--- src/hdl/i2c_master_transaction_sequencer_defines.svh ---
// ----------------------------------------------------------------------------
// I2C master sequencer assertion macros
// Shared property wrappers; every use samples clk and is disabled in reset.
// ----------------------------------------------------------------------------
`ifndef I2C_MASTER_TRANSACTION_SEQUENCER_DEFINES_SVH
`define I2C_MASTER_TRANSACTION_SEQUENCER_DEFINES_SVH

// same-cycle implication
`define I2CS_ASSERT_NOW(lbl, ante, cons, msg) \
	lbl: assert property (@(posedge clk) disable iff (!arst_n) (ante) |-> (cons)) \
		else $error(msg);

// next-cycle implication
`define I2CS_ASSERT_NEXT(lbl, ante, cons, msg) \
	lbl: assert property (@(posedge clk) disable iff (!arst_n) (ante) |=> (cons)) \
		else $error(msg);

`endif

--- src/hdl/i2cs_pkg.sv ---
// ----------------------------------------------------------------------------
// i2cs_pkg
// Types, codes and the microprogram of the I2C master transaction sequencer.
// ----------------------------------------------------------------------------
package i2cs_pkg;

	localparam int TX_DEPTH = 8;
	localparam int RX_DEPTH = 8;
	localparam int TX_IDX_W = $clog2(TX_DEPTH);
	localparam int RX_IDX_W = $clog2(RX_DEPTH);
	localparam int LEN_W = 4;
	localparam int TICK_W = 16;
	localparam logic [TICK_W-1:0] TIMEOUT_RESET = 16'd20;
	localparam int PC_W = 5;
	localparam int PROG_LEN = 27;

	typedef enum logic [2:0] {
		OP_LOAD, OP_START, OP_TX_READY, OP_RX_BYTE,
		OP_NACK, OP_ARB_LOST, OP_TICK, OP_POLL
	} op_t;

	typedef enum logic [2:0] {
		ST_OK, ST_PARAM, ST_BUSY, ST_NACK, ST_TIMEOUT
	} status_t;

	typedef enum logic [2:0] {
		CMD_NONE, CMD_START_WRITE, CMD_SEND, CMD_RESTART_READ, CMD_STOP
	} cmd_t;

	typedef enum logic [2:0] {
		PH_IDLE, PH_TX, PH_RX, PH_DONE, PH_ERROR
	} phase_t;

	// datapath actions
	typedef enum logic [3:0] {
		A_NONE, A_TX_WR, A_JOB_START, A_RELOAD, A_END_OK, A_TX_ADV, A_TO_RX,
		A_RX_WR, A_END_NACK, A_END_TIMEOUT, A_TICK_DEC, A_POLL_INIT, A_POLL_NEXT
	} act_t;

	// jump conditions
	typedef enum logic [3:0] {
		C_NEVER, C_ALWAYS, C_PARAM_BAD, C_BUSY_ERR, C_TX_IDLE, C_RX_IDLE,
		C_NOT_BUSY, C_TICKS_NZ, C_RX_LAST, C_TX_MORE, C_RX_PENDING,
		C_POLL_BLOCK, C_POLL_SINGLE, C_POLL_MORE
	} cond_t;

	typedef enum logic [1:0] {
		SS_OK, SS_PARAM, SS_BUSY, SS_JOB
	} st_sel_t;

	typedef struct packed {
		op_t op;
		logic [6:0] target_addr;
		logic [7:0] data_byte;
		logic [2:0] byte_index;
		logic [3:0] tx_length;
		logic [3:0] rx_length;
		logic stop_pending;
	} i2cs_in_t;

	typedef struct packed {
		status_t status;
		cmd_t bus_command;
		logic [6:0] slave_address;
		logic [7:0] tx_byte;
		logic [7:0] rx_byte;
		logic [3:0] rx_total;
		logic busy_flag;
		logic done_flag;
		logic last;
	} i2cs_out_t;

	typedef struct packed {
		logic param_bad;
		logic busy_err;
		logic tx_idle;
		logic rx_idle;
		logic not_busy;
		logic ticks_nz;
		logic rx_last;
		logic tx_more;
		logic rx_pending;
		logic poll_block;
		logic poll_single;
		logic poll_more;
	} i2cs_flags_t;

	typedef struct packed {
		act_t act;
		cond_t cond;
		logic [PC_W-1:0] target;
		logic emit;
		cmd_t cmd;
		st_sel_t st_sel;
		logic addr_sel;
		logic txb_sel;
		logic rxb_sel;
		logic tot_sel;
		logic last_sel;
		logic fin;
	} uword_t;

	// result field selects: {addr, txb, rxb, tot, last}
	localparam logic [4:0] SEL_NONE = 5'b00000;
	localparam logic [4:0] SEL_ADDR = 5'b10000;
	localparam logic [4:0] SEL_TXB = 5'b01000;
	localparam logic [4:0] SEL_RXB = 5'b00100;
	localparam logic [4:0] SEL_TOT = 5'b00010;
	localparam logic [4:0] SEL_LAST = 5'b00001;

	// microprogram entry and jump addresses
	localparam logic [PC_W-1:0] PA_LOAD = 5'd0;
	localparam logic [PC_W-1:0] PA_START = 5'd1;
	localparam logic [PC_W-1:0] PA_PARAM = 5'd5;
	localparam logic [PC_W-1:0] PA_BUSY = 5'd6;
	localparam logic [PC_W-1:0] PA_TX = 5'd7;
	localparam logic [PC_W-1:0] PA_END_OK = 5'd10;
	localparam logic [PC_W-1:0] PA_TX_SEND = 5'd11;
	localparam logic [PC_W-1:0] PA_TX_RESTART = 5'd12;
	localparam logic [PC_W-1:0] PA_RX = 5'd13;
	localparam logic [PC_W-1:0] PA_EMIT = 5'd15;
	localparam logic [PC_W-1:0] PA_NACK = 5'd16;
	localparam logic [PC_W-1:0] PA_TICK = 5'd18;
	localparam logic [PC_W-1:0] PA_TICK_DEC = 5'd21;
	localparam logic [PC_W-1:0] PA_STOP = 5'd22;
	localparam logic [PC_W-1:0] PA_POLL = 5'd23;
	localparam logic [PC_W-1:0] PA_POLL_LOOP = 5'd25;
	localparam logic [PC_W-1:0] PA_POLL_ONE = 5'd26;

	function automatic uword_t mk(act_t a, cond_t c, logic [PC_W-1:0] t, logic e,
			cmd_t cm, st_sel_t s, logic [4:0] sel, logic f);
		uword_t w;
		w.act = a;
		w.cond = c;
		w.target = t;
		w.emit = e;
		w.cmd = cm;
		w.st_sel = s;
		w.addr_sel = sel[4];
		w.txb_sel = sel[3];
		w.rxb_sel = sel[2];
		w.tot_sel = sel[1];
		w.last_sel = sel[0];
		w.fin = f;
		return w;
	endfunction

	function automatic logic [PC_W-1:0] i2cs_entry(op_t op);
		logic [PC_W-1:0] a;
		case (op)
			OP_LOAD: a = PA_LOAD;
			OP_START: a = PA_START;
			OP_TX_READY: a = PA_TX;
			OP_RX_BYTE: a = PA_RX;
			OP_NACK: a = PA_NACK;
			OP_ARB_LOST: a = PA_NACK;
			OP_TICK: a = PA_TICK;
			OP_POLL: a = PA_POLL;
			default: a = PA_EMIT;
		endcase
		return a;
	endfunction

	function automatic uword_t i2cs_rom(logic [PC_W-1:0] pc);
		uword_t w;
		case (pc)
			PA_LOAD: w = mk(A_TX_WR, C_NEVER, '0, 1'b1, CMD_NONE, SS_OK, SEL_NONE, 1'b1);
			PA_START: w = mk(A_NONE, C_PARAM_BAD, PA_PARAM, 1'b0, CMD_NONE, SS_OK,
				SEL_NONE, 1'b0);
			PA_START + 5'd1: w = mk(A_NONE, C_BUSY_ERR, PA_BUSY, 1'b0, CMD_NONE, SS_OK,
				SEL_NONE, 1'b0);
			PA_START + 5'd2: w = mk(A_JOB_START, C_NEVER, '0, 1'b0, CMD_NONE, SS_OK,
				SEL_NONE, 1'b0);
			PA_START + 5'd3: w = mk(A_NONE, C_NEVER, '0, 1'b1, CMD_START_WRITE, SS_OK,
				SEL_ADDR, 1'b1);
			PA_PARAM: w = mk(A_NONE, C_NEVER, '0, 1'b1, CMD_NONE, SS_PARAM, SEL_NONE, 1'b1);
			PA_BUSY: w = mk(A_NONE, C_NEVER, '0, 1'b1, CMD_NONE, SS_BUSY, SEL_NONE, 1'b1);
			PA_TX: w = mk(A_NONE, C_TX_IDLE, PA_EMIT, 1'b0, CMD_NONE, SS_JOB, SEL_NONE, 1'b0);
			PA_TX + 5'd1: w = mk(A_RELOAD, C_TX_MORE, PA_TX_SEND, 1'b0, CMD_NONE, SS_JOB,
				SEL_NONE, 1'b0);
			PA_TX + 5'd2: w = mk(A_NONE, C_RX_PENDING, PA_TX_RESTART, 1'b0, CMD_NONE, SS_JOB,
				SEL_NONE, 1'b0);
			PA_END_OK: w = mk(A_END_OK, C_ALWAYS, PA_STOP, 1'b0, CMD_NONE, SS_JOB,
				SEL_NONE, 1'b0);
			PA_TX_SEND: w = mk(A_TX_ADV, C_NEVER, '0, 1'b1, CMD_SEND, SS_JOB, SEL_TXB, 1'b1);
			PA_TX_RESTART: w = mk(A_TO_RX, C_NEVER, '0, 1'b1, CMD_RESTART_READ, SS_JOB,
				SEL_NONE, 1'b1);
			PA_RX: w = mk(A_NONE, C_RX_IDLE, PA_EMIT, 1'b0, CMD_NONE, SS_JOB, SEL_NONE, 1'b0);
			PA_RX + 5'd1: w = mk(A_RX_WR, C_RX_LAST, PA_END_OK, 1'b0, CMD_NONE, SS_JOB,
				SEL_NONE, 1'b0);
			PA_EMIT: w = mk(A_NONE, C_NEVER, '0, 1'b1, CMD_NONE, SS_JOB, SEL_NONE, 1'b1);
			PA_NACK: w = mk(A_NONE, C_NOT_BUSY, PA_EMIT, 1'b0, CMD_NONE, SS_JOB,
				SEL_NONE, 1'b0);
			PA_NACK + 5'd1: w = mk(A_END_NACK, C_ALWAYS, PA_STOP, 1'b0, CMD_NONE, SS_JOB,
				SEL_NONE, 1'b0);
			PA_TICK: w = mk(A_NONE, C_NOT_BUSY, PA_EMIT, 1'b0, CMD_NONE, SS_JOB,
				SEL_NONE, 1'b0);
			PA_TICK + 5'd1: w = mk(A_NONE, C_TICKS_NZ, PA_TICK_DEC, 1'b0, CMD_NONE, SS_JOB,
				SEL_NONE, 1'b0);
			PA_TICK + 5'd2: w = mk(A_END_TIMEOUT, C_ALWAYS, PA_STOP, 1'b0, CMD_NONE, SS_JOB,
				SEL_NONE, 1'b0);
			PA_TICK_DEC: w = mk(A_TICK_DEC, C_NEVER, '0, 1'b1, CMD_NONE, SS_JOB,
				SEL_NONE, 1'b1);
			PA_STOP: w = mk(A_NONE, C_NEVER, '0, 1'b1, CMD_STOP, SS_JOB, SEL_NONE, 1'b1);
			PA_POLL: w = mk(A_NONE, C_POLL_BLOCK, PA_BUSY, 1'b0, CMD_NONE, SS_JOB,
				SEL_NONE, 1'b0);
			PA_POLL + 5'd1: w = mk(A_POLL_INIT, C_POLL_SINGLE, PA_POLL_ONE, 1'b0, CMD_NONE,
				SS_JOB, SEL_NONE, 1'b0);
			PA_POLL_LOOP: w = mk(A_POLL_NEXT, C_POLL_MORE, PA_POLL_LOOP, 1'b1, CMD_NONE,
				SS_JOB, SEL_RXB | SEL_TOT | SEL_LAST, 1'b1);
			PA_POLL_ONE: w = mk(A_NONE, C_NEVER, '0, 1'b1, CMD_NONE, SS_JOB, SEL_TOT, 1'b1);
			default: w = mk(A_NONE, C_NEVER, '0, 1'b0, CMD_NONE, SS_JOB, SEL_NONE, 1'b1);
		endcase
		return w;
	endfunction

endpackage

--- src/hdl/i2cs_seq.sv ---
// ----------------------------------------------------------------------------
// i2cs_seq
// Microcode step counter: fetches the control word, resolves conditional
// jumps and holds on a result step until the output slot is free.
// ----------------------------------------------------------------------------
`include "i2c_master_transaction_sequencer_defines.svh"

module i2cs_seq (
	input logic clk,
	input logic arst_n,
	input logic start,
	input i2cs_pkg::op_t op,
	input i2cs_pkg::i2cs_flags_t flags,
	input logic slot_free,
	output i2cs_pkg::uword_t uw,
	output logic fire,
	output logic running
);
	import i2cs_pkg::*;

	logic run_q;
	logic [PC_W-1:0] pc_q;
	logic taken;

	assign uw = i2cs_rom(pc_q);
	assign fire = run_q && (!uw.emit || slot_free);
	assign running = run_q;

	always_comb begin
		case (uw.cond)
			C_NEVER: taken = 1'b0;
			C_ALWAYS: taken = 1'b1;
			C_PARAM_BAD: taken = flags.param_bad;
			C_BUSY_ERR: taken = flags.busy_err;
			C_TX_IDLE: taken = flags.tx_idle;
			C_RX_IDLE: taken = flags.rx_idle;
			C_NOT_BUSY: taken = flags.not_busy;
			C_TICKS_NZ: taken = flags.ticks_nz;
			C_RX_LAST: taken = flags.rx_last;
			C_TX_MORE: taken = flags.tx_more;
			C_RX_PENDING: taken = flags.rx_pending;
			C_POLL_BLOCK: taken = flags.poll_block;
			C_POLL_SINGLE: taken = flags.poll_single;
			C_POLL_MORE: taken = flags.poll_more;
			default: taken = 1'b0;
		endcase
	end

	always_ff @(posedge clk or negedge arst_n) begin
		if (!arst_n) begin
			run_q <= 1'b0;
			pc_q <= '0;
		end else if (start) begin
			run_q <= 1'b1;
			pc_q <= i2cs_entry(op);
		end else if (fire) begin
			if (taken) begin
				pc_q <= uw.target;
			end else if (uw.fin) begin
				run_q <= 1'b0;
			end else begin
				pc_q <= pc_q + 5'd1;
			end
		end
	end

	`I2CS_ASSERT_NOW(a_no_fire_idle, !run_q, !fire, "step executed while sequencer idle")
	`I2CS_ASSERT_NOW(a_pc_range, run_q, pc_q < PC_W'(PROG_LEN), "step counter left program")
	`I2CS_ASSERT_NOW(a_start_idle, start, !run_q, "transaction accepted while running")

endmodule

--- src/hdl/i2cs_dp.sv ---
// ----------------------------------------------------------------------------
// i2cs_dp
// Job state, byte stores and result register, driven by the control word.
// ----------------------------------------------------------------------------
`include "i2c_master_transaction_sequencer_defines.svh"

module i2cs_dp (
	input logic clk,
	input logic arst_n,
	input logic in_accept,
	input i2cs_pkg::i2cs_in_t in_data,
	input logic cfg_we,
	input logic [15:0] cfg_wdata,
	input i2cs_pkg::uword_t uw,
	input logic fire,
	output i2cs_pkg::i2cs_flags_t flags,
	output logic slot_free,
	output logic out_valid,
	input logic out_ready,
	output i2cs_pkg::i2cs_out_t out_data
);
	import i2cs_pkg::*;

	i2cs_in_t in_q;
	logic [TICK_W-1:0] reload_q;
	phase_t phase_q;
	logic busy_q;
	logic done_q;
	status_t status_q;
	logic [LEN_W-1:0] tx_pos_q;
	logic [LEN_W-1:0] rx_pos_q;
	logic [LEN_W-1:0] tx_len_q;
	logic [LEN_W-1:0] rx_len_q;
	logic [TICK_W-1:0] ticks_q;
	logic [RX_IDX_W-1:0] idx_q;
	logic [7:0] tx_store [TX_DEPTH];
	logic [7:0] rx_store [RX_DEPTH];
	logic out_valid_q;
	i2cs_out_t out_q;
	i2cs_out_t res;
	act_t act;
	logic poll_last;
	logic rx_room;

	assign act = fire ? uw.act : A_NONE;
	assign rx_room = rx_pos_q < rx_len_q;
	assign poll_last = (LEN_W'(idx_q) + LEN_W'(1)) == rx_len_q;

	always_comb begin
		flags.param_bad = (in_q.tx_length == '0) ||
			(in_q.tx_length > LEN_W'(TX_DEPTH)) || (in_q.rx_length > LEN_W'(RX_DEPTH));
		flags.busy_err = busy_q || in_q.stop_pending;
		flags.tx_idle = !(busy_q && (phase_q == PH_TX));
		flags.rx_idle = !(busy_q && (phase_q == PH_RX));
		flags.not_busy = !busy_q;
		flags.ticks_nz = ticks_q != '0;
		flags.rx_last = rx_room && ((rx_pos_q + LEN_W'(1)) == rx_len_q);
		flags.tx_more = tx_pos_q < tx_len_q;
		flags.rx_pending = rx_len_q != '0;
		flags.poll_block = busy_q || !done_q;
		flags.poll_single = (status_q != ST_OK) || (rx_len_q == '0);
		flags.poll_more = !poll_last;
	end

	// result fields; flags reflect state already updated by earlier steps
	always_comb begin
		case (uw.st_sel)
			SS_OK: res.status = ST_OK;
			SS_PARAM: res.status = ST_PARAM;
			SS_BUSY: res.status = ST_BUSY;
			SS_JOB: res.status = status_q;
			default: res.status = status_q;
		endcase
		res.bus_command = uw.cmd;
		res.slave_address = uw.addr_sel ? in_q.target_addr : 7'd0;
		res.tx_byte = uw.txb_sel ? tx_store[tx_pos_q[TX_IDX_W-1:0]] : 8'd0;
		res.rx_byte = uw.rxb_sel ? rx_store[idx_q] : 8'd0;
		res.rx_total = uw.tot_sel ? rx_len_q : 4'd0;
		res.busy_flag = busy_q;
		res.done_flag = done_q;
		res.last = uw.last_sel ? poll_last : 1'b1;
	end

	// payload storage, no reset
	always_ff @(posedge clk) begin
		if (in_accept) begin
			in_q <= in_data;
		end
		if (act == A_TX_WR) begin
			tx_store[in_q.byte_index] <= in_q.data_byte;
		end
		if (act == A_RX_WR && rx_room) begin
			rx_store[rx_pos_q[RX_IDX_W-1:0]] <= in_q.data_byte;
		end
		if (fire && uw.emit) begin
			out_q <= res;
		end
	end

	always_ff @(posedge clk or negedge arst_n) begin
		if (!arst_n) begin
			reload_q <= TIMEOUT_RESET;
			phase_q <= PH_IDLE;
			busy_q <= 1'b0;
			done_q <= 1'b0;
			status_q <= ST_OK;
			tx_pos_q <= '0;
			rx_pos_q <= '0;
			tx_len_q <= '0;
			rx_len_q <= '0;
			ticks_q <= '0;
			idx_q <= '0;
		end else begin
			if (cfg_we) begin
				reload_q <= cfg_wdata;
			end
			case (act)
				A_JOB_START: begin
					tx_len_q <= in_q.tx_length;
					rx_len_q <= in_q.rx_length;
					tx_pos_q <= '0;
					rx_pos_q <= '0;
					status_q <= ST_OK;
					done_q <= 1'b0;
					busy_q <= 1'b1;
					ticks_q <= reload_q;
					phase_q <= PH_TX;
				end
				A_RELOAD: ticks_q <= reload_q;
				A_TX_ADV: tx_pos_q <= tx_pos_q + LEN_W'(1);
				A_TO_RX: phase_q <= PH_RX;
				A_RX_WR: begin
					ticks_q <= reload_q;
					if (rx_room) begin
						rx_pos_q <= rx_pos_q + LEN_W'(1);
					end
				end
				A_END_OK: begin
					status_q <= ST_OK;
					busy_q <= 1'b0;
					done_q <= 1'b1;
					phase_q <= PH_DONE;
				end
				A_END_NACK: begin
					ticks_q <= reload_q;
					status_q <= ST_NACK;
					busy_q <= 1'b0;
					done_q <= 1'b1;
					phase_q <= PH_ERROR;
				end
				A_END_TIMEOUT: begin
					status_q <= ST_TIMEOUT;
					busy_q <= 1'b0;
					done_q <= 1'b1;
					phase_q <= PH_ERROR;
				end
				A_TICK_DEC: ticks_q <= ticks_q - TICK_W'(1);
				A_POLL_INIT: begin
					done_q <= 1'b0;
					idx_q <= '0;
				end
				A_POLL_NEXT: idx_q <= idx_q + RX_IDX_W'(1);
				default: ;
			endcase
		end
	end

	always_ff @(posedge clk or negedge arst_n) begin
		if (!arst_n) begin
			out_valid_q <= 1'b0;
		end else if (fire && uw.emit) begin
			out_valid_q <= 1'b1;
		end else if (out_ready) begin
			out_valid_q <= 1'b0;
		end
	end

	assign slot_free = !out_valid_q || out_ready;
	assign out_valid = out_valid_q;
	assign out_data = out_q;

	`I2CS_ASSERT_NOW(a_busy_not_done, busy_q, !done_q, "job busy and done together")
	`I2CS_ASSERT_NOW(a_busy_phase, busy_q, (phase_q == PH_TX) || (phase_q == PH_RX),
		"busy job outside transfer phase")
	`I2CS_ASSERT_NEXT(a_emit_lands, fire && uw.emit, out_valid_q, "result step lost")

endmodule

--- src/hdl/i2c_master_transaction_sequencer.sv ---
// ----------------------------------------------------------------------------
// i2c_master_transaction_sequencer
// Steps run one per cycle while the output slot is free: 1 to 5 per transaction,
// a poll up to 10 (2 plus one per received byte, 3 for a single result, or 2
// when it is refused as busy). Each result registers when its emitting step
// executes; the next transaction is accepted the cycle after the last step.
// Reset clears all control state, timeout reload returns to 20 ticks.
// ----------------------------------------------------------------------------
module i2c_master_transaction_sequencer (
	input logic clk,
	input logic arst_n,
	input logic in_valid,
	output logic in_ready,
	input i2cs_pkg::i2cs_in_t in_data,
	output logic out_valid,
	input logic out_ready,
	output i2cs_pkg::i2cs_out_t out_data,
	input logic cfg_we,
	input logic [15:0] cfg_wdata
);
	import i2cs_pkg::*;

	i2cs_flags_t flags;
	uword_t uw;
	logic fire;
	logic running;
	logic slot_free;
	logic in_accept;

	assign in_ready = !running;
	assign in_accept = in_valid && in_ready;

	i2cs_seq u_seq (
		.clk(clk),
		.arst_n(arst_n),
		.start(in_accept),
		.op(in_data.op),
		.flags(flags),
		.slot_free(slot_free),
		.uw(uw),
		.fire(fire),
		.running(running)
	);

	i2cs_dp u_dp (
		.clk(clk),
		.arst_n(arst_n),
		.in_accept(in_accept),
		.in_data(in_data),
		.cfg_we(cfg_we),
		.cfg_wdata(cfg_wdata),
		.uw(uw),
		.fire(fire),
		.flags(flags),
		.slot_free(slot_free),
		.out_valid(out_valid),
		.out_ready(out_ready),
		.out_data(out_data)
	);

endmodule
--- config.mk ---
export PLATFORM = sky130hd
export DESIGN_NAME = i2c_master_transaction_sequencer
export DESIGN_NICKNAME = d
export VERILOG_FILES = /design/src/hdl/i2cs_pkg.sv /design/src/hdl/i2cs_seq.sv /design/src/hdl/i2cs_dp.sv /design/src/hdl/i2c_master_transaction_sequencer.sv
export VERILOG_INCLUDE_DIRS = /design/src /design/src/hdl
export SDC_FILE = /design/constraint.sdc
export NUM_CORES = 1
export LEC_CHECK = 0
export BUFFER_PORTS_ARGS = -buffer_cell sky130_fd_sc_hd__buf_2
export CAP_MARGIN = 5
export CELL_PAD_IN_SITES_DETAIL_PLACEMENT = 0
export CELL_PAD_IN_SITES_GLOBAL_PLACEMENT = 2
export CORE_UTILIZATION = 46
export CTS_CLUSTER_DIAMETER = 50
export DETAILED_ROUTE_END_ITERATION = 12
export PLACE_DENSITY_LB_ADDON = 0.1
export SYNTH_ARGS = -nofsm -noshare
export SYNTH_HDL_FRONTEND = slang
export SYNTH_SLANG_ARGS = --single-unit
--- constraint.sdc ---
create_clock -name clk -period 11.4 [get_ports clk]
set_input_delay 2.28 -clock clk [delete_from_list [all_inputs] [get_ports clk]]
set_output_delay 2.28 -clock clk [all_outputs]
set_load 0.01 [all_outputs]
== After elaboration in Yosys (flattened, before gate mapping) ==
Memory sizes are Yosys's and may differ from the RTL's. A register that Yosys moved wholly into a read port is not among the register bits.
Cells that the tools add are included.
Word-level totals
  memories: 4
  bits in registers: 113
  bits in read-only memories: 840
  RAM bits: 128
  latch bits: 0
Memories
  (no name shown): depth 32, width 25, read ports 1, clocked after Yosys merged registers in 0, write ports 0, RTL line i2cs_pkg.sv:166  | case (pc)
  u_dp.rx_store: depth 8, width 8, read ports 1, clocked after Yosys merged registers in 1, write ports 1, RTL line i2cs_dp.sv:37  | logic [7:0] rx_store [RX_DEPTH];
  u_dp.tx_store: depth 8, width 8, read ports 1, clocked after Yosys merged registers in 1, write ports 1, RTL line i2cs_dp.sv:36  | logic [7:0] tx_store [TX_DEPTH];
  (no name shown): depth 8, width 5, read ports 1, clocked after Yosys merged registers in 0, write ports 0, RTL line i2cs_pkg.sv:150  | case (op)
Cells by class
  $add $sub $neg: 6
  bitwise gates (word level): 0
  magnitude comparators: 4
  reductions and logical operators: 49
  shift-type cells: 0
  multiplexer cells: 26
  multiply operators: 0
  eq/ne operators: 35
  divide/modulo/power cells: 0
Operators by type and width (count)
  $eq A4 B4 Y1 const B: 11
  $eq A4 B3 Y1 const B: 8
  $pmux W16 S2: 1
  $pmux W3 S4: 2
  $mux W5: 4
  $reduce_bool A2 Y1: 9
  $eq A4 B2 Y1 const B: 4
  $pmux W4 S2: 2
  $reduce_bool A16 Y1: 1
  $sub A16 B1 Y16 const B: 1
  $pmux W1 S13: 1
  $logic_not A1 Y1: 10
  $mux W1: 10
  $pmux W3 S3: 1
  $add A4 B1 Y4 const B: 2
  $eq A4 B1 Y1 const B: 2
  $eq A4 B4 Y1: 2
  $gt A4 B4 Y1 const B: 2
  $logic_not A4 Y1: 2
  $lt A4 B4 Y1: 2
  $mux W4: 2
  $reduce_bool A4 Y1: 2
  $logic_and A1 B1 Y1: 7
  $logic_or A1 B1 Y1: 7
  19 further kinds: 25

== Depth between registers and ports, before layout ==
Gate-level depths: netlist of run 1.
  depth in word-level cells: 9
  depth in mapped cells: 13

== Modules after synthesis ==
From an unflattened synthesis of run 1, not the netlist that was laid out.
Second synthesis, totals
  cell total of the unflattened synthesis: 863
  area, all modules: 11693.7 µm²
By module, submodules not included
  i2cs_dp: cells each 658, instances 1, sequential area each 7214.4 µm², area an instance 10297.4 µm²
  i2cs_seq: cells each 203, instances 1, sequential area each 150.1 µm², area an instance 1386.3 µm²
  i2c_master_transaction_sequencer: cells each 2, instances 1, sequential area each 0.0 µm², area an instance 10.0 µm²

== Worst setup path before layout of run 1 ==
No wires, ideal clock.
  path type: input to register
  start point: input out_ready
  end point: register u_dp.out_q, in the netlist u_dp.out_data[0], enable pin
  stages on the path: 4
  required time: 10.971 ns
  path slack: 6.704 ns
  arrival: 4.266 ns
  library setup time: 0.429 ns
  cells stage by stage: nand2b_1 > o21ai_1 > clkbuf_1 > nor2_1
On the way
  word-level cells in the longest chain between the ends: 4
Ends and longest elaborated chain
  from (decl): RTL line i2c_master_transaction_sequencer.sv:16  | input logic out_ready,
  $logic_or A1 B1 Y1: RTL line i2cs_dp.sv:178  | assign slot_free = !out_valid_q || out_ready;
  $logic_or A1 B1 Y1: RTL line i2cs_seq.sv:26  | assign fire = run_q && (!uw.emit || slot_free);
  $logic_and A1 B1 Y1: RTL line i2cs_seq.sv:26
  $logic_and A1 B1 Y1: RTL line i2cs_dp.sv:95  | if (fire && uw.emit) begin
  to (signal assigned): RTL line i2cs_dp.sv:96  | out_q <= res;
  to (decl): RTL line i2cs_dp.sv:39  | i2cs_out_t out_q;
No other way between the ends.
A chain may end at the register's enable or synchronous reset.

== Worst setup path in the final report of run 1 ==
  start point: register u_seq.pc_q[0]
  end point: memory u_dp.rx_store[4][7], enable pin
On the way
  word-level cells in the longest chain between the ends: 9
Ends and longest elaborated chain
  from (decl): RTL line i2cs_seq.sv:22  | logic [PC_W-1:0] pc_q;
  from (signal assigned): RTL line i2cs_seq.sv:55  | pc_q <= i2cs_entry(op);
  from (signal assigned): RTL line i2cs_seq.sv:58  | pc_q <= uw.target;
  from (signal assigned): RTL line i2cs_seq.sv:62  | pc_q <= pc_q + 5'd1;
  $mem_v2 Z32 W25 *
  $logic_not A1 Y1: RTL line i2cs_seq.sv:26
  $logic_or A1 B1 Y1: RTL line i2cs_seq.sv:26
  $logic_and A1 B1 Y1: RTL line i2cs_seq.sv:26
  $mux W4 *: RTL line i2cs_dp.sv:45  | assign act = fire ? uw.act : A_NONE;
  $eq A4 B3 Y1 *: RTL line i2cs_dp.sv:92  | if (act == A_RX_WR && rx_room) begin
  $logic_and A1 B1 Y1 *: RTL line i2cs_dp.sv:92
  $mux W1 *: RTL line i2cs_dp.sv:92
  $mux W1 (not written as such) *: RTL line i2cs_dp.sv:93  | rx_store[rx_pos_q[RX_IDX_W-1:0]] <= in_q.data_byte;
  to (decl): RTL line i2cs_dp.sv:37
Mark *: on every way between the ends. The rest lies on a longest branch, timed or not.

==> results.py, run 1 <==
metrics = {
    "sta": {
        "period_needed_ps": 4550,
        "worst_pin_slew_ps": 1210,
        "relSlewSlack_pct": 18.5,
        "fmax_mhz": 220,
        "setup_viol": 0,
        "hold_violations": 0,
        "finalClockSkew_ps": 29.2,
        "slew_viol_final": 0,
        "fin_tns_setup_ps": 0,
        "rsz0062_at_grt": "false",
        "final.period_utilization_pct": 39.9,
    },
    "hold_path": {
        "hold_path_class": "reg -> reg",
    },
    "clocking": {
        "cts_setup_buffers": 0,
        "cts_resized": 0,
        "cts_made_buffers": 31,
        "cts_buffer_depth": 3,
        "cts_sinks": 256,
        "cts_tree": "done",
        "ctsHoldBuffers": 0,
        "clkTransAtPathRegs_ps": 60,
        "h-tree-depth": 1,
        "clkLatencyLatePin_ps": 570,
        "cts_root_buf": "clkbuf_16",
    },
    "cells_and_area": {
        "finalNetCount": 1003,
        "utilization_pct": 54.6,
        "multiInputGateArea_mm2": 0.00393,
        "layout_commonest_cell": "edfxtp_1",
        "finalNonFillerCells": 1280,
        "layout-drive-gt1-share_pct": 24.0,
        "fillers": 2040,
        "final_cell_mix": "edfxtp_1, buf_2, nor2_1",
        "seq_area_mm2": 0.00736,
        "n_antenna_cell": 0,
        "area_growth_pct": 15.7,
    },
    "pwr": {
        "finalPower_mw": 3.56,
        "p_leak_nw": 4.78,
        "max-vdd-ir-drop_uv": 176,
        "power_per_cell_area_mw_per_mm2": 267,
    },
    "floorplan": {
        "core.rowCount": 57,
        "initial_utilization_pct": 47.2,
        "core_area_mm2": 0.0245,
        "die-area_mm2": 0.0258,
        "die_h_um": 160,
        "die_w_um": 160,
        "pin_count": 89,
    },
    "critical_path": {
        "path_cells": "inv_1 > ha_1 > o21a_1 > mux4_2 > nor2_2 > and4_1 > nand2_1 > nor3b_1",
        "crit_fanout": 16,
        "slowest_stage": "nor3b_1",
        "arrival_ps": 4730,
        "criticalPathCategory": "reg -> reg",
        "required_ps": 11580,
        "crit_path_start_kind": "register",
        "cp-end-kind": "register",
        "slowest_delay_ps": 970,
    },
    "grt": {
        "grt_overflow_total": 0,
        "antenna_found_initial": 0,
        "grt_pass1_vias": 7302,
        "grt_util_all_layers_pct": 20.7,
        "grt_max_degree": 66,
        "grt_pass1_wl_um": 41400,
    },
    "yosys": {
        "synth_cell_types": 77,
        "synthFlopType": "edfxtp_1",
        "synthArstFlopShare_pct": 25.4,
        "synth-seq-cells": 256,
        "yosysWarnings": 0,
        "syn-num-nets": 910,
        "synth_enable_flop_cells": 191,
        "synth_seq_area_share_pct": 63.7,
        "syn_area_mm2": 0.0116,
        "syn_inst": 839,
        "synth.avg_cell_area_um2": 13.8,
    },
    "outcome": {
        "status": "completed",
    },
    "routing": {
        "viasPerCell": 5.69,
        "wl_per_cell_um": 20.5,
        "drc": 0,
        "dr.pass1.iters": 5,
        "final_antenna_net_count": 0,
        "drt_iter0_drc": 592,
        "vias": 7281,
        "totalWireLength_um": 26200,
    },
    "placement": {
        "dp_cells": 1222,
        "place.gp.congestion": 0.812,
        "dp_hpwl_um": 17500,
        "portBuffers": 88,
    },
    "job": {
        "max-cap-violations": 0,
    },
}
==> synth_stat cells, types with 4 or more instances <==
master / n / area share [%]
nor2b_1: 9 / 0.49
o31ai_1: 4 / 0.26
buf_1: 5 / 0.16
mux4_2: 34 / 6.6
or3_1: 5 / 0.27
buf_4: 4 / 0.26
nand3_1: 13 / 0.56
o21a_1: 5 / 0.32
a311oi_1: 13 / 0.99
inv_1: 20 / 0.65
a31oi_1: 4 / 0.22
dfrtp_1: 63 / 14
o21ai_0: 49 / 2.1
nor2_1: 77 / 2.5
ha_1: 20 / 2.2
nor3_1: 15 / 0.65
nand4_1: 5 / 0.27
a21oi_1: 41 / 1.8
nor3b_1: 5 / 0.32
mux2i_1: 23 / 2.0
clkbuf_1: 19 / 0.62
nor4_1: 10 / 0.54
xnor2_1: 8 / 0.61
and2_1: 8 / 0.43
buf_2: 12 / 0.52
nand2_1: 54 / 1.8
xor2_1: 5 / 0.38
o211ai_1: 6 / 0.39
o21ai_1: 6 / 0.26
nand2b_1: 18 / 0.97
mux2_2: 19 / 1.9
edfxtp_1: 191 / 50
==> state kept, by name, summed over array words and instances (netlist names), 5 cells and up <==
register and cells:
u_dp.ticks_q 16, u_dp.reload_q 16, u_dp.rx_store 64, u_seq.pc_q 5, u_dp.in_q 27, u_dp.out_data 36, u_dp.tx_store 64
==> final timing paths <==
kind | startpoint | end | slack (ps) | depth (start not counted)
worst max-delay path | u_seq.pc_q[0]$_DFFE_PN0P_ | u_dp.rx_store[4][7]$_DFFE_PP_ | 6850 | 8
worst min-delay path | u_dp.in_q[2]$_DFFE_PP_ | u_dp.rx_len_q[1]$_DFFE_PN0P_ | 500 | 2
worst min register to register | u_dp.in_q[2]$_DFFE_PP_ | u_dp.rx_len_q[1]$_DFFE_PN0P_ | 500 | 2
min in group asynchronous | arst_n | u_dp.rx_len_q[1]$_DFFE_PN0P_ | 1920 | 2
worst max register to register | u_seq.pc_q[0]$_DFFE_PN0P_ | u_dp.rx_store[4][7]$_DFFE_PP_ | 6850 | 8
max in group asynchronous | arst_n | u_dp.ticks_q[9]$_DFFE_PN0P_ | 8850 | 2
==> worst max-delay path: cells and delay by family (launching register included) <==
family                   cells  cell delay [ps]
multiplexers                 1              610
buffers and inverters        1              230
adder cells (fa/ha/maj)      1              520
flip-flops                   1              690
AND/OR/NAND/NOR              4             1870
AO/OA/AOI/OAI                1              240
==> metal layers <==
metal / GRT usage, % / wire [um] / vias to the layer above / part of all wire (%)
li1: - / - / 3395 / -
met1: 28.2 / 11400 / 3634 / 44
met2: 34.4 / 12800 / 208 / 49
met3: 3.51 / 1290 / 44 / 4.9
met4: 5.84 / 625 / 0 / 2.4
met5: 0 / 0 / - / 0
==> logic make-up (layout without fill, tap and decap cells) <==
| logic type | after synthesis | after routing | synth area share [%] |
|---|---|---|---|
| xor+xnor | 13 | 13 | 0.986 |
| buf+inv | 63 | 180 | 2.31 |
| compound gates | 168 | 168 | 9.69 |
| simple gates | 242 | 242 | 10.5 |
| flops | 256 | 256 | 63.7 |
| fa+ha+maj | 20 | 20 | 2.17 |
| mux | 77 | 77 | 10.6 |
==> power breakdown <==
group	total, mW	internal (mW)	switching (mW)
clock	0.974	0.588	0.386
combinational	1.22	0.480	0.741
sequential	1.37	1.22	0.145
total	3.56	2.29	1.27
==> metrics by stage <==
step | area (um2) | hold slack [ps] | setup WS, ps
after floorplan | 11600 | 443 | 6700
after global placement | 12300 | 476 | 6680
after detailed placement | 12300 | 480 | 6550
after CTS | 13400 | 495 | 6790
after global routing | 13400 | 530 | 6620
final | 13400 | 497 | 6850
==> layout make-up <==
type                    instances  share of cell area (%)
clock buffers                  38                    6.47
inverters                      23                   0.646
flip-flops and latches        256                    55.1
multi-input cells             520                    29.4
well taps                     324                    3.03
clock inverters                19                    1.33
repair buffers                100                    3.95
(Power assumes the default switching activity.)
==> inputs of run 2 (changes only) <==
--- a/config.mk
+++ b/config.mk
@@ -10,7 +10,7 @@
 export CAP_MARGIN = 5
 export CELL_PAD_IN_SITES_DETAIL_PLACEMENT = 0
 export CELL_PAD_IN_SITES_GLOBAL_PLACEMENT = 2
-export CORE_UTILIZATION = 46
+export CORE_UTILIZATION = 39
 export CTS_CLUSTER_DIAMETER = 50
 export DETAILED_ROUTE_END_ITERATION = 12
 export PLACE_DENSITY_LB_ADDON = 0.1
==> constraint.sdc (replaced) <==
create_clock -name clk -period 4.05 [get_ports clk]
set_input_delay 0.81 -clock clk [delete_from_list [all_inputs] [get_ports clk]]
set_output_delay 0.81 -clock clk [all_outputs]
set_load 0.01 [all_outputs]
==> results.py, run 2 (synthesis gave the netlist of run 1 again) <==
metrics = {
    "floorplan": {
        "die-area_mm2": 0.0303,
        "die_w_um": 174,
        "initial_utilization_pct": 39.9,
        "core_area_mm2": 0.0289,
        "core.rowCount": 62,
        "pin_count": 89,
        "die_h_um": 174,
    },
    "grt": {
        "grt_pass1_wl_um": 43700,
        "grt_util_all_layers_pct": 18.7,
        "busiest_layer": "met2",
        "grt_max_degree": 66,
        "use_met2_pct": 31.9,
        "grt_pass1_vias": 7589,
        "grt_overflow_total": 0,
        "grt_use_met1_pct": 23.8,
        "grt_util_met3_pct": 3.04,
        "antenna_found_initial": 0,
    },
    "placement": {
        "place.gp.congestion": 0.812,
        "portBuffers": 88,
        "dp_hpwl_um": 19100,
        "dpl_cell_area_mm2": 0.0126,
    },
    "routing": {
        "drc": 0,
        "drt_iter0_drc": 567,
        "dr.pass1.iters": 5,
        "final_antenna_net_count": 0,
        "viasPerCell": 5.41,
        "totalWireLength_um": 27800,
        "wl_per_cell_um": 20.2,
        "vias": 7439,
    },
    "cells_and_area": {
        "final_cell_area_mm2": 0.0138,
        "finalNetCount": 1035,
        "area_growth_pct": 19.1,
        "final_cell_mix": "edfxtp_1, buf_2, nor2_1",
        "layout_commonest_cell": "edfxtp_1",
        "n_antenna_cell": 0,
        "layout-drive-gt1-share_pct": 26.5,
        "fillers": 2581,
    },
    "pwr": {
        "max-vdd-ir-drop_uv": 318,
        "finalPower_mw": 10.4,
        "p_leak_nw": 4.97,
        "power_per_cell_area_mw_per_mm2": 758,
    },
    "outcome": {
        "status": "completed",
    },
    "sta": {
        "setup_viol": 0,
        "worst_pin_slew_ps": 1040,
        "hold_violations": 0,
        "fmax_mhz": 290,
        "rsz0062_at_grt": "false",
        "fin_tns_setup_ps": 0,
        "slew_viol_final": 0,
        "period_needed_ps": 3450,
        "finalClockSkew_ps": 22.6,
        "relSlewSlack_pct": 30.5,
        "final.period_utilization_pct": 85.2,
    },
    "clocking": {
        "clkTransAtPathRegs_ps": 60,
        "ctsHoldBuffers": 0,
        "cts_root_buf": "clkbuf_16",
        "h-tree-depth": 2,
        "cts_tree": "done",
        "cts_resized": 0,
        "cts_sinks": 256,
        "cts_buffer_depth": 3,
        "cts_setup_buffers": 0,
        "clkLatencyLatePin_ps": 510,
        "cts_made_buffers": 35,
    },
    "critical_path": {
        "criticalPathCategory": "reg -> reg",
        "arrival_ps": 3670,
        "slowest_delay_ps": 600,
        "crit_top_cell": "nand2_1",
        "cp-end-kind": "register",
        "slowest_stage": "mux4_2",
        "worst-path-buf-inv": 2,
        "crit_fanout": 9,
        "required_ps": 4260,
        "critPathTopFamily": "simple AND/OR/NAND/NOR gates",
        "crit_path_start_kind": "register",
        "path_cells": "inv_1 > ha_1 > nand2_1 > o21a_1 > mux4_2 > nor2_2 > and4_1 > nand2_1 > nor3b_1 > buf_4",
    },
    "hold_path": {
        "hold_path_class": "in -> reg",
    },
    "job": {
        "max-cap-violations": 0,
    },
}
[run 2: cell types whose count changed in the layout (fill, tap and decap cells not counted), sizes merged]
cell | before | now
bufinv | 2 | 3
clkinvlp | 2 | 3
buf | 100 | 128
inv | 26 | 30
[run 2: per-layer routing]
metal  vias to the layer above  part of all wire [%]
li1                       3466                     -
met1                      3724                    42
met2                       196                    50
met3                        53                   4.3
met4                         0                   3.0
met5                         -                     0
[run 2: worst register-to-register path, stage by stage, from the launching register on]
cell     delay (ps)
dfrtp_1         370
inv_1           270
ha_1            400
nand2_1         180
o21a_1          160
mux4_2          600
nor2_2          220
and4_1          320
nand2_1         180
nor3b_1         250
buf_4           220
[run 2: cell type report]
type / count / area [um2] / share of cell area, %
inverter: 23 / 86.3 / 0.628
timing repair buffer: 128 / 753 / 5.47
tap: 384 / 480 / 3.49
clock buffer: 38 / 887 / 6.45
multi-input combinational: 520 / 3930 / 28.6
sequential: 256 / 7360 / 53.5
clock inverter: 25 / 258 / 1.87
[run 2: path summary, 6_finish.rpt]
path,depth (start not counted),endpoint,slack (ps),startpoint
max,10,u_dp.rx_store[2][1]$_DFFE_PP_,600,u_seq.pc_q[1]$_DFFE_PN0P_
min,1,u_dp.in_q[3]$_DFFE_PP_,470,in_data[3]
max reg2reg,10,u_dp.rx_store[2][1]$_DFFE_PP_,600,u_seq.pc_q[1]$_DFFE_PN0P_
min reg2reg,2,u_dp.tx_len_q[2]$_DFFE_PN0P_,490,u_dp.in_q[7]$_DFFE_PP_
max in group asynchronous,2,u_dp.phase_q[2]$_DFFE_PN0P_,2950,arst_n
min in group asynchronous,2,u_dp.reload_q[13]$_DFFE_PN0P_,510,arst_n
[run 2: power by group]
part	leakage (nW)	internal (mW)	switching (mW)
sequential	2.52	3.44	0.416
combinational	1.90	1.45	2.13
clock	0.555	1.81	1.18
[run 2: metrics by stage]
step           hold WS (ps)  worst slack (ps)  instances  util [%]
2_1_floorplan           443               128        839         -
3_3_place_gp            491               637       1311      43.6
3_5_place_dp            476               660       1311      43.6
6_report                468               599       1374      47.5
4_1_cts                 447               610       1374      47.5
5_1_grt                 447               299       1374      47.5
